[src/rtl/core/pcrs_pkg.sv]
// ----------------------------------------------------------------------------
// pcrs_pkg
// Shared types and constants of the per-channel running statistics unit.
// ----------------------------------------------------------------------------
package pcrs_pkg;

	localparam int CHANNELS = 256;
	localparam int CH_W     = (CHANNELS > 1) ? $clog2(CHANNELS) : 1;

	localparam logic REQ_RECORD = 1'b0;
	localparam logic REQ_READ   = 1'b1;

	localparam logic signed [63:0] SUM_MAX = {1'b0, {63{1'b1}}};
	localparam logic signed [63:0] SUM_MIN = {1'b1, {63{1'b0}}};
	localparam logic [31:0]        CNT_MAX = '1;
	localparam logic [63:0]        SQ_MAX  = '1;

	typedef logic [CH_W-1:0] chan_idx_t;

	typedef struct packed {
		logic [31:0]        count;
		logic signed [31:0] min_v;
		logic signed [31:0] max_v;
		logic signed [63:0] sum;
		logic [63:0]        sq_sum;
		logic signed [31:0] last_v;
	} entry_t;

	typedef struct packed {
		logic      en;
		chan_idx_t idx;
		entry_t    entry;
	} tbl_wr_t;

	typedef struct packed {
		logic               found;
		logic [31:0]        sample_count;
		logic signed [31:0] min_value;
		logic signed [31:0] max_value;
		logic signed [63:0] running_sum;
		logic [63:0]        sum_of_squares;
		logic signed [31:0] latest_value;
	} rsp_t;

endpackage

[src/rtl/core/pcrs_fold.sv]
// ----------------------------------------------------------------------------
// pcrs_fold
// Folds one sample into a table entry and forms the result beat.
// ----------------------------------------------------------------------------
module pcrs_fold import pcrs_pkg::*; (
	input  logic               req_type,
	input  logic               in_range,
	input  logic signed [31:0] sample,
	input  logic [63:0]        square,
	input  entry_t             old_entry,
	input  logic               old_valid,
	output entry_t             new_entry,
	output logic               wr_need,
	output rsp_t               result
);

	logic signed [63:0] sample_x;
	logic signed [63:0] sum_add;
	logic               sum_ovf;
	logic [64:0]        sq_add;
	entry_t             shown;

	assign sample_x = 64'(sample);
	assign sum_add  = old_entry.sum + sample_x;
	// overflow only when both operands share a sign the result lost
	assign sum_ovf  = (old_entry.sum[63] == sample[31]) && (sum_add[63] != old_entry.sum[63]);
	assign sq_add   = {1'b0, old_entry.sq_sum} + {1'b0, square};

	always_comb begin
		new_entry.last_v = sample;
		if (!old_valid) begin
			new_entry.count  = 32'd1;
			new_entry.min_v  = sample;
			new_entry.max_v  = sample;
			new_entry.sum    = sample_x;
			new_entry.sq_sum = square;
		end else begin
			new_entry.count  = (old_entry.count == CNT_MAX) ? CNT_MAX : old_entry.count + 32'd1;
			new_entry.min_v  = (sample < old_entry.min_v) ? sample : old_entry.min_v;
			new_entry.max_v  = (sample > old_entry.max_v) ? sample : old_entry.max_v;
			new_entry.sum    = sum_ovf ? (sample[31] ? SUM_MIN : SUM_MAX) : sum_add;
			new_entry.sq_sum = sq_add[64] ? SQ_MAX : sq_add[63:0];
		end
	end

	assign wr_need = in_range && (req_type == REQ_RECORD);

	always_comb begin
		result = '0;
		shown  = (req_type == REQ_RECORD) ? new_entry : old_entry;
		if (wr_need || (in_range && old_valid)) begin
			result.found          = 1'b1;
			result.sample_count   = shown.count;
			result.min_value      = shown.min_v;
			result.max_value      = shown.max_v;
			result.running_sum    = shown.sum;
			result.sum_of_squares = shown.sq_sum;
			result.latest_value   = shown.last_v;
		end
	end

endmodule

[config.mk]
export PLATFORM = sky130hd
export DESIGN_NAME = pcrs_fold
export DESIGN_NICKNAME = d
export VERILOG_FILES = /design/src/rtl/core/pcrs_pkg.sv /design/src/rtl/core/pcrs_fold.sv
export SDC_FILE = /design/constraint.sdc
export NUM_CORES = 1
export LEC_CHECK = 0
export BUFFER_PORTS_ARGS = -buffer_cell sky130_fd_sc_hd__buf_4
export CORE_AREA = 2 2 336 338
export DETAILED_ROUTE_END_ITERATION = 8
export DIE_AREA = 0 0 338 340
export PLACE_DENSITY = 0.39
export SETUP_SLACK_MARGIN = 0.1
export SYNTH_ARGS = -nofsm -noshare
export SYNTH_HDL_FRONTEND = slang
export SYNTH_SLANG_ARGS = --single-unit
[constraint.sdc]
create_clock -name vclk -period 4.6
set_input_delay 0.46 -clock vclk [all_inputs]
set_output_delay 0.46 -clock vclk [all_outputs]
set_load 0.05 [all_outputs]
**Yosys cells after proc, flatten, opt, wreduce, memory -nomap -nowiden**

Index checks and enable logic that the tools add are counted.

- Flip-flop bits (word level): 0
- Bits in latches: 0
- RAM bits: 0
- Memory bits (read-only): 0
- Output and inout port bits: 514
- Memories kept: 0

- Add/sub/neg operators: 3
- $mul: 0
- Divide/modulo/power cells: 0
- Magnitude comparators: 2
- Equal/unequal tests: 3
- Shift-type cells: 0
- Multiplexer cells: 9
- Bitwise gates (word level): 1
- Reduce and logical (&&, ||, !) cells: 4

Operator list:

| kind | number |
|---|---|
| $mux 257 | 1 |
| $mux 256 | 1 |
| $mux 224 | 1 |
| $mux 64 | 3 |
| $mux 32 | 3 |
| $add 64x64->65 | 1 |
| $add 64x32->64 | 1 |
| $add 32x1->32 const B | 1 |
| $eq 32x32->1 const B | 1 |
| $gt 32x32->1 | 1 |
| $lt 32x32->1 | 1 |
| $logic_and 1x1->1 | 3 |
| $eq 1x1->1 | 1 |
| $logic_or 1x1->1 | 1 |
| $ne 1x1->1 | 1 |
| $not 1->1 | 1 |

**Logic depth before layout (Yosys ltp)**

Gate-level depths: netlist of the first run.

- Depth in word-level cells: 7
- Depth in mapped cells: 23
- Mapped depth without buffers: 20

**Least setup slack after synthesis of the first run**

OpenSTA, ideal clock, no wires.

- Path kind: input to output
- From: input port sample[6]
- To: output port result[111] (netlist name)
- Arrival: 6.699 ns
- Data required time: 4.140 ns
- Setup slack: -2.559 ns
- Cell stages on the path: 19
- Path buffers: 3
- Cell sequence: ha_1 a21oi_1 o211ai_1 o211a_1 o31a_1 o2111ai_1 o21ai_0 a31oi_1 o21ai_0 and2_1 nor3_1 o21bai_1 fa_1 clkbuf_1 a21oi_1 clkbuf_1 clkbuf_1 nand2_1 a2111oi_0

RTL lines:

| element | line | source |
|---|---|---|
| start, declared | pcrs_fold.sv:8 | `input logic signed [31:0] sample,` |
| end, declared | pcrs_fold.sv:14 | `output rsp_t result` |

==> impl_metrics.tcl, run 1 <==
set metrics [dict create \
    met1_length_um 56000 \
    maxUsedRoutingLayer "met4" \
    clockBufferCount 0 \
    grt_pass1_vias 24500 \
    rows 123 \
    cp.required_ns 4.14 \
    finalCriticalPeriod_ns 5.19 \
    place_inst 5189 \
    grt_max_degree 85 \
    clock_power_share_pct 0 \
    final_max_slew_viol_count 0 \
    cellLeakagePower_nw 14.5 \
    violations "negative setup slack" \
    post-layout-total-power_mw 6.82 \
    postCtsHoldBufs 0 \
    finish_stage_setup_viols 124 \
    critPathMostFrequentCell "buf_6" \
    final_cells 5259 \
    io_buffers 869 \
    worst_hold_path_type "input port to primary output" \
    worstMarginPinSlew_ns 0.812 \
    fin_setup_tns_ns -48.86 \
    comb_power_share_pct 100.0 \
    dp_hpwl_um 109000 \
    num_io_pins 869 \
    finalHoldViolCount 0 \
    timing.critical_path.cells "buf_4 > ha_4 > a21oi_1 > o211ai_1 > o211a_1 > o31a_1 > o2111ai_4 > o21ai_4 > a31oi_4 > o21ai_2 > and2_4 > nor3_4 > o21bai_2 > fa_2 > buf_6 > a21oi_4 > buf_6 > nand2_8 > buf_6 > nor4_1 > or3_4 > o21ai_4 > buf_6" \
    met2WireLength_um 67000 \
    fp.coreArea_um2 112000 \
    sw_frac_of_total_pct 61.8 \
    floorplan.die_area_um2 115000 \
    overall_via_count_from_detail_route 24800 \
    start_util_pct 14.5 \
    maxSlewHeadroom_pct 45.7 \
    met3WireLength_um 5970 \
    crit_end_element "primary output" \
    status "complete, but fails checks" \
    area_growth_syn_to_layout_pct 94.4 \
    drt-vias-per-instance 4.71 \
    gr-total-overflow 0 \
    timing.critical_path.buf_inv 5 \
    syn-num-nets 3154 \
    register_area_um2 0 \
    synth.yosys.warnings 0 \
    p_int_mw 2.60 \
    layout-drive-gt1-share_pct 45.7 \
    total_switching_power_mw 4.22 \
    ys_types 86 \
    worst-path-max-fanout 6 \
    power-per-cell-area_nw_per_um2 217 \
    arrival_ns 4.73 \
    worst_path_largest_cell_delay_ns 0.63 \
    detail_route.iter0.violations 1386 \
    die_y_um 340 \
    max-cap-violations 0 \
    drt_pre_antenna_iters 8 \
    post_synth_inst_count 2605 \
    synth_area_um2 16200 \
    grt_setup_unrepaired "yes" \
    nFlopsAndLatches 0 \
    wl_final_um 132000 \
    gpl.final_weighted_congestion 0.893 \
    final_critical_path_share_of_the_clock_period_pct 113 \
    final_critical_path_setup_slack_ns -0.588 \
    timing.critical_path.from_type "input port" \
    critical_path_class "input port to primary output" \
    antenna_left 0 \
    critPathSlowestCell "fa_2" \
    gr_usage_total_pct 21.4 \
    post_synth.cell_area_avg_um2 6.21 \
    max-vdd-ir-drop_mv 0.101 \
    grt_pass1_wl_um 182000 \
    drc_errors 0 \
    final_nets 4304 \
    fp.dieW_um 338 \
    wl_per_cell_um 25.0 \
    critical-path-top-delay-family "compound AO/OA/AOI/OAI gates" \
    fmax_mhz 193 \
    grt_antenna_before_repair 14 \
    pwr-share-seq_pct 0 \
    synth-seq-area-share_pct 0 \
]
## cell families (layout without fill, tap and decap cells)
family	after synthesis	after routing	share of synthesized area (%)
compound gates	1048	1048	42.0
xor+xnor	137	137	7.42
fa+ha+maj	194	194	15.1
buf+inv	358	1506	9.43
mux	63	63	4.17
other cells	0	6	0
simple gates	805	805	21.8
## power groups by stage
stage / logic (mW) / registers [mW] / clock network (mW)
after global routing: 7.17 / 0 / 0.000000146
final: 6.82 / 0 / 0.0000000570
after CTS: 6.71 / 0 / 0
after floorplan: 3.69 / 0 / 0
after global placement: 6.13 / 0 / 0
after detailed placement: 6.10 / 0 / 0
## worst paths after layout
kind,startpoint,depth (start not counted),end
setup / recovery,sample[4],23,result[157]
hold / removal,old_entry[139],4,result[139]
## stage by stage
step	cell area [µm²]	setup WS [ns]	hold WS, ns	util [%]
after floorplan	17800	-0.290	1.09	-
after global placement	28600	-0.952	1.29	25.6
after detailed placement	28600	-1.02	1.28	25.6
after CTS	30900	-0.535	1.29	27.7
after global routing	31500	-0.769	1.30	28.2
final	31500	-0.588	1.28	28.2
## final cells by class
class              instances  area (µm²)
diodes                     6        15.0
fillers                12400       80100
inverters                143         543
multi-input cells       2247       17100
well taps               1500        1880
repair buffers          1363       11900
## cell usage after synthesis (all sizes together) (5+ instances only)
library cell | count | area, µm²
o211ai | 10 | 80.1
nand2 | 235 | 882
a22oi | 18 | 135
a2bb2oi | 8 | 70.1
inv | 142 | 533
mux2 | 32 | 364
nor4 | 6 | 43.8
buf | 63 | 414
a31o | 6 | 52.6
ha | 191 | 2390
nand2b | 18 | 113
and3 | 24 | 150
a21oi | 349 | 1760
nor3 | 31 | 160
clkbuf | 152 | 574
a31oi | 25 | 169
and4 | 5 | 43.8
o311ai | 32 | 280
o21bai | 29 | 218
a211o | 6 | 52.6
a311oi | 10 | 87.6
a22o | 68 | 596
and2 | 14 | 87.6
o21a | 19 | 143
o21ai | 252 | 1270
nand4 | 51 | 319
a21o | 85 | 638
o31a | 5 | 43.8
xnor2 | 78 | 683
o311a | 29 | 290
nor2b | 17 | 106
or3 | 9 | 56.3
o22a | 18 | 161
a2111oi | 6 | 66.3
nand3 | 49 | 245
mux2i | 31 | 310
nor2 | 337 | 1260
o31ai | 11 | 111
a211oi | 17 | 138
xor2 | 59 | 517
a221oi | 13 | 126
## timing repair
item	in CTS	in global routing
endpoints found under the setup margin	131	178
gates resized for setup	414	73
gates cloned	7	3
buffers inserted	38	18
pin swaps	75	48
## cells in the final DEF (no fill, tap or decap), types with 19 or more instances in the layout
cell type  synthesis  layout
buf_4             34    1119
a21oi_1          346     277
nor2_1           337     257
nand2_1          235     220
o21ai_0          230     202
ha_1             191     170
inv_1            141     139
buf_6              4     129
a21o_1            85      85
xnor2_1           78      78
nor2_4             0      71
buf_8              0      60
xor2_1            59      59
a22o_1            68      59
a21oi_4            0      53
nand4_1           51      51
nand3_1           49      47
buf_12             0      43
o311ai_0          32      32
mux2_2            31      31
mux2i_1           31      30
o311a_1           29      29
o21bai_1          29      28
nor3_1            30      27
a31oi_1           23      22
and3_1            24      21
o21ai_1           20      20
a21oi_2            3      19
o21a_1            19      19
ha_4               0      19
## metal layers
metal | up-vias | GRT usage [%]
met5 | - | 0
met3 | 83 | 2.08
met4 | 0 | 3.60
met2 | 839 | 39.9
li1 | 11800 | -
met1 | 12000 | 26.6
Note: power is estimated with default switching activity, not from simulation.
==> run 2: changes to the inputs <==
--- a/config.mk
+++ b/config.mk
@@ -6,9 +6,9 @@
 export NUM_CORES = 1
 export LEC_CHECK = 0
 export BUFFER_PORTS_ARGS = -buffer_cell sky130_fd_sc_hd__buf_4
-export CORE_AREA = 2 2 336 338
+export CORE_AREA = 2 2 334 336
 export DETAILED_ROUTE_END_ITERATION = 8
-export DIE_AREA = 0 0 338 340
+export DIE_AREA = 0 0 336 338
 export PLACE_DENSITY = 0.39
 export SETUP_SLACK_MARGIN = 0.1
 export SYNTH_ARGS = -nofsm -noshare
==> run 2 against run 1 <==
  * The run still ends with negative setup slack left
  * Critical path depth is 4 higher
  * Power is 1.5% lower
  * Via count is 0.32% lower
  * Utilization hardly changed
  * Count of clock-buffer cells in the layout stayed put
  * Hold slack worse by 0.0035 ns
  * Non-clock buffer count is 7 lower
  * Critical path type unchanged
  * Critical endpoint is now result[107]
  * Highest routed layer is now met5
==> impl_metrics.tcl, run 2 (synthesis results as in run 1) <==
set metrics [dict create \
    status "complete, but fails checks" \
    violations "negative setup slack" \
    fp.coreArea_um2 110000 \
    final_nets 4297 \
    antenna_left 0 \
    register_area_um2 0 \
    gr_usage_total_pct 21.3 \
    crit_end_element "primary output" \
    finalCriticalPeriod_ns 5.26 \
    maxSlewHeadroom_pct 22.2 \
    grt_pass1_wl_um 178000 \
    holdWs_ns 1.28 \
    cellLeakagePower_nw 14.4 \
    layout-drive-gt1-share_pct 45.9 \
    drt_pre_antenna_iters 5 \
    die_y_um 338 \
    detail_route.iter0.violations 1506 \
    postCtsHoldBufs 0 \
    final_max_slew_viol_count 0 \
    grt_setup_unrepaired "yes" \
    place_inst 5176 \
    cp-endpoint "result[107]" \
    min_from "old_entry[135]" \
    mostFrequentLayoutCells "buf_4 (1143), a21oi_1 (272), nor2_1 (258)" \
    wl_per_cell_um 24.8 \
    max-cap-violations 0 \
    floorplan.die_area_um2 114000 \
    grt_pass1_vias 24200 \
    finish_stage_setup_viols 122 \
    final_cells 5239 \
    finalHoldViolCount 0 \
    drt-vias-per-instance 4.72 \
    worstMarginPinSlew_ns 1.16 \
    fmax_mhz 190 \
    worst_hold_path_type "input port to primary output" \
    grt_max_degree 87 \
    grt_antenna_before_repair 13 \
    num_io_pins 869 \
    clockBufferCount 0 \
    rows 122 \
    cp.required_ns 4.14 \
    drc_errors 0 \
    arrival_ns 4.80 \
    finalCoreUtilization_pct 28.2 \
    timing.critical_path.from "sample[31]" \
    pre_cts_slack_ns -0.919 \
    start_util_pct 14.7 \
    dp_hpwl_um 109000 \
    max-vdd-ir-drop_mv 0.115 \
    wl_final_um 130000 \
    gpl.final_weighted_congestion 0.906 \
    mostFrequentLayoutCell "buf_4" \
    timing.critical_path.from_type "input port" \
    overall_via_count_from_detail_route 24700 \
    power-per-cell-area_nw_per_um2 216 \
    final_critical_path_setup_slack_ns -0.657 \
    nFlopsAndLatches 0 \
    area_growth_syn_to_layout_pct 92.0 \
    gr-total-overflow 0 \
    io_buffers 869 \
    fp.dieW_um 336 \
    final_critical_path_share_of_the_clock_period_pct 114 \
    critical_path_class "input port to primary output" \
    worst-path-max-fanout 7 \
]
[run 2: worst min-delay path by stage]
stage               cells after the start  slack (ns)      endpoint
floorplan                               1        1.09  new_entry[0]
CTS                                     4        1.28   result[139]
global placement                        4        1.30   result[139]
detailed placement                      3        1.30   result[226]
finish                                  4        1.28   result[135]
global route                            4        1.30   result[139]
[run 2: power breakdown]
part | total, mW | leakage, nW | switching [mW] | internal, mW
Combinational | 6.71 | 14.4 | 4.18 | 2.54
Clock | 0.000000148 | 0.0000317 | 0 | 0.000000148
Sequential | 0 | 0 | 0 | 0
[run 2: timing repair]
action,4_1_cts,5_1_grt
cloned,3,1
buffers inserted,33,28
resized for setup,311,143
endpoints found under the setup margin,154,217
pin swaps,50,62
[run 2: layout make-up]
cell class,instances,area (µm²)
tap,1488,1860
antenna,5,12.5
timing repair buffer,1356,11600
inverter,143,543
multi-input combinational,2247,17000
fill,12100,79000
[run 2: through the flow]
stage / TNS (ns) / area, µm² / total power [mW]
2_1_floorplan: -7.11 / 17800 / 3.69
3_3_place_gp: -83.87 / 28500 / 6.12
3_5_place_dp: -83.44 / 28500 / 6.10
4_1_cts: -52.37 / 30300 / 6.56
5_1_grt: -78.42 / 31100 / 7.06
6_report: -58.33 / 31100 / 6.71
[run 2: routing by layer]
layer / routed length (µm) / up-vias / GRT usage, %
met3: 7550 / 117 / 3.16
li1: - / 11800 / -
met1: 53700 / 11900 / 26.0
met4: 3680 / 6 / 5.46
met5: 34 / - / 0
met2: 64900 / 888 / 38.9
[run 2: critical path, cell delays in order]
cell	delay [ns]
buf_12	0.12
buf_12	0.13
buf_12	0.14
ha_4	0.27
and3_4	0.18
and2_4	0.16
nand3_4	0.09
nor4_4	0.30
nand2_1	0.09
o211ai_1	0.16
a31oi_4	0.08
o21ai_2	0.15
and2_4	0.17
nor3_2	0.04
o21bai_1	0.21
fa_2	0.53
buf_12	0.16
nor2_4	0.13
a21oi_4	0.05
buf_6	0.16
buf_12	0.14
buf_16	0.15
a21oi_4	0.15
nor2_4	0.06
a22oi_2	0.26
nor2_4	0.07
buf_6	0.18
==> run 3: changes to the inputs <==
--- a/config.mk
+++ b/config.mk
@@ -9,8 +9,9 @@
 export CORE_AREA = 2 2 334 336
 export DETAILED_ROUTE_END_ITERATION = 8
 export DIE_AREA = 0 0 336 338
-export PLACE_DENSITY = 0.39
+export PLACE_DENSITY = 0.36
 export SETUP_SLACK_MARGIN = 0.1
+export SLEW_MARGIN = 40
 export SYNTH_ARGS = -nofsm -noshare
 export SYNTH_HDL_FRONTEND = slang
 export SYNTH_SLANG_ARGS = --single-unit
==> run 3 against run 2 <==
  * The flow still finishes with violations (negative setup slack)
  * Final area rose by 0.57%
  * Worst setup slack better by 0.15 ns
  * Count of clock-buffer cells in the layout unchanged
  * Cell count is 0.27% higher
  * Hold slack worse by 0.046 ns
  * Global-route usage increased by 0.43 points
  * First-iteration DRC count is 13% lower
  * Critical path type unchanged
  * Critical endpoint is now result[157]
==> impl_metrics.tcl, run 3 (synthesis results as in run 1) <==
set metrics [dict create \
    timing.critical_path.cells "buf_4 > ha_4 > a211oi_4 > nor2_2 > and3_4 > o31a_1 > o2111ai_4 > o21ai_4 > a31oi_4 > o21ai_2 > and2_4 > nor3_2 > o21bai_1 > fa_2 > nor2_2 > buf_4 > a21oi_4 > buf_6 > nand2_8 > or3_4 > o21ai_4 > buf_6" \
    max-cap-violations 0 \
    placed_cell_area_um2 28600 \
    met1_length_um 54200 \
    grt_setup_unrepaired "yes" \
    detail_route.iter0.violations 1308 \
    area_growth_syn_to_layout_pct 93.1 \
    final_max_slew_viol_count 0 \
    grt_max_degree 106 \
    maxUsedRoutingLayer "met5" \
    critical_path_class "input port to primary output" \
    violations "negative setup slack" \
    wl_per_cell_um 25.2 \
    fp.dieW_um 336 \
    overall_via_count_from_detail_route 24700 \
    drc_errors 0 \
    worst-path-max-fanout 6 \
    finalHoldViolCount 0 \
    layout-drive-gt1-share_pct 46.0 \
    final_critical_path_setup_slack_ns -0.509 \
    cp.required_ns 4.14 \
    worstMarginPinSlew_ns 0.882 \
    max-vdd-ir-drop_mv 0.0832 \
    worst_hold_path_type "input port to primary output" \
    drt-vias-per-instance 4.70 \
    floorplan.die_area_um2 114000 \
    rows 122 \
    arrival_ns 4.65 \
    timing.critical_path.from_type "input port" \
    antenna_left 0 \
    mostFrequentLayoutCells "buf_4 (1140), a21oi_1 (278), nor2_1 (255)" \
    power-per-cell-area_nw_per_um2 216 \
    grt_pass1_vias 24700 \
    fp.coreArea_um2 110000 \
    gr-total-overflow 0 \
    die_y_um 338 \
    final_nets 4303 \
    drt_pre_antenna_iters 5 \
    mostFrequentLayoutCell "buf_4" \
    final_cells 5253 \
    num_io_pins 869 \
    gpl.final_weighted_congestion 0.894 \
    io_buffers 869 \
    met2WireLength_um 67300 \
    start_util_pct 14.7 \
    postCtsHoldBufs 0 \
    cellLeakagePower_nw 14.4 \
    nFlopsAndLatches 0 \
    gr_usage_total_pct 21.8 \
    dp_hpwl_um 111000 \
    wl_final_um 132000 \
    finish_stage_setup_viols 121 \
    place_inst 5189 \
    critPathSlowestCell "fa_2" \
    grt_antenna_before_repair 23 \
    final_critical_path_share_of_the_clock_period_pct 111 \
    maxSlewHeadroom_pct 41.2 \
    finalCriticalPeriod_ns 5.11 \
    worst_path_largest_cell_delay_ns 0.65 \
    met3WireLength_um 7440 \
    crit_end_element "primary output" \
    fin_area_um2 31200 \
    status "complete, but fails checks" \
    clockBufferCount 0 \
    grt_pass1_wl_um 181000 \
    register_area_um2 0 \
    fmax_mhz 196 \
    fin_setup_tns_ns -40.05 \
]
==> run 3: cell types whose count changed in the layout (fill, tap and decap cells not counted), moves of 6 or more <==
cell,change
buf_6,+11
diode_2,+8
ha_4,+7
o21ai_0,+7
a21oi_1,+6
buf_12,-6
==> run 3: power by group <==
group | internal [mW] | switching [mW]
sequential | 0 | 0
clock | 0.000000137 | 0
combinational | 2.56 | 4.21
total | 2.56 | 4.21
==> run 3: timing repair <==
action / 4_1_cts / 5_1_grt
pin swaps: 68 / 64
setup buffers: 35 / 17
resized for setup: 346 / 129
gates cloned: 5 / 1
endpoints found under the setup margin: 163 / 241
==> run 3: routing by layer <==
layer | vias to the layer above | track usage, %
met5 | - | 0
met4 | 12 | 5.74
met3 | 114 | 3.70
met2 | 784 | 40.0
met1 | 11900 | 26.0
li1 | 11900 | -
==> run 3: area by class of cell <==
cell class / count / area, µm²
Antenna cell: 13 / 32.5
Fill cell: 12300 / 78800
Tap cell: 1488 / 1860
Multi-Input combinational cell: 2247 / 17100
Inverter: 143 / 543
Timing Repair Buffer: 1362 / 11700
==> run 3: path summary, 6_finish.rpt <==
check,cells past startpoint,startpoint,to
min,2,sample[31],new_entry[31]
max,22,old_entry[97],result[157]
==> run 3: worst max-delay path, delay by kind of cell <==
family          cells  cell delay (ns)
compound gates      9             1.66
buf+inv             4             0.59
simple gates        7             1.08
fa+ha+maj           2             0.87
==> run 3: per-stage QoR <==
step	power (mW)	hold WS [ns]	utilization, %	worst slack, ns
finish	6.76	1.23	28.4	-0.509
detailed placement	6.17	1.30	26.0	-1.05
CTS	6.64	1.29	27.7	-0.558
global route	7.11	1.25	28.4	-0.715
floorplan	3.69	1.09	-	-0.290
global placement	6.19	1.29	26.0	-1.00
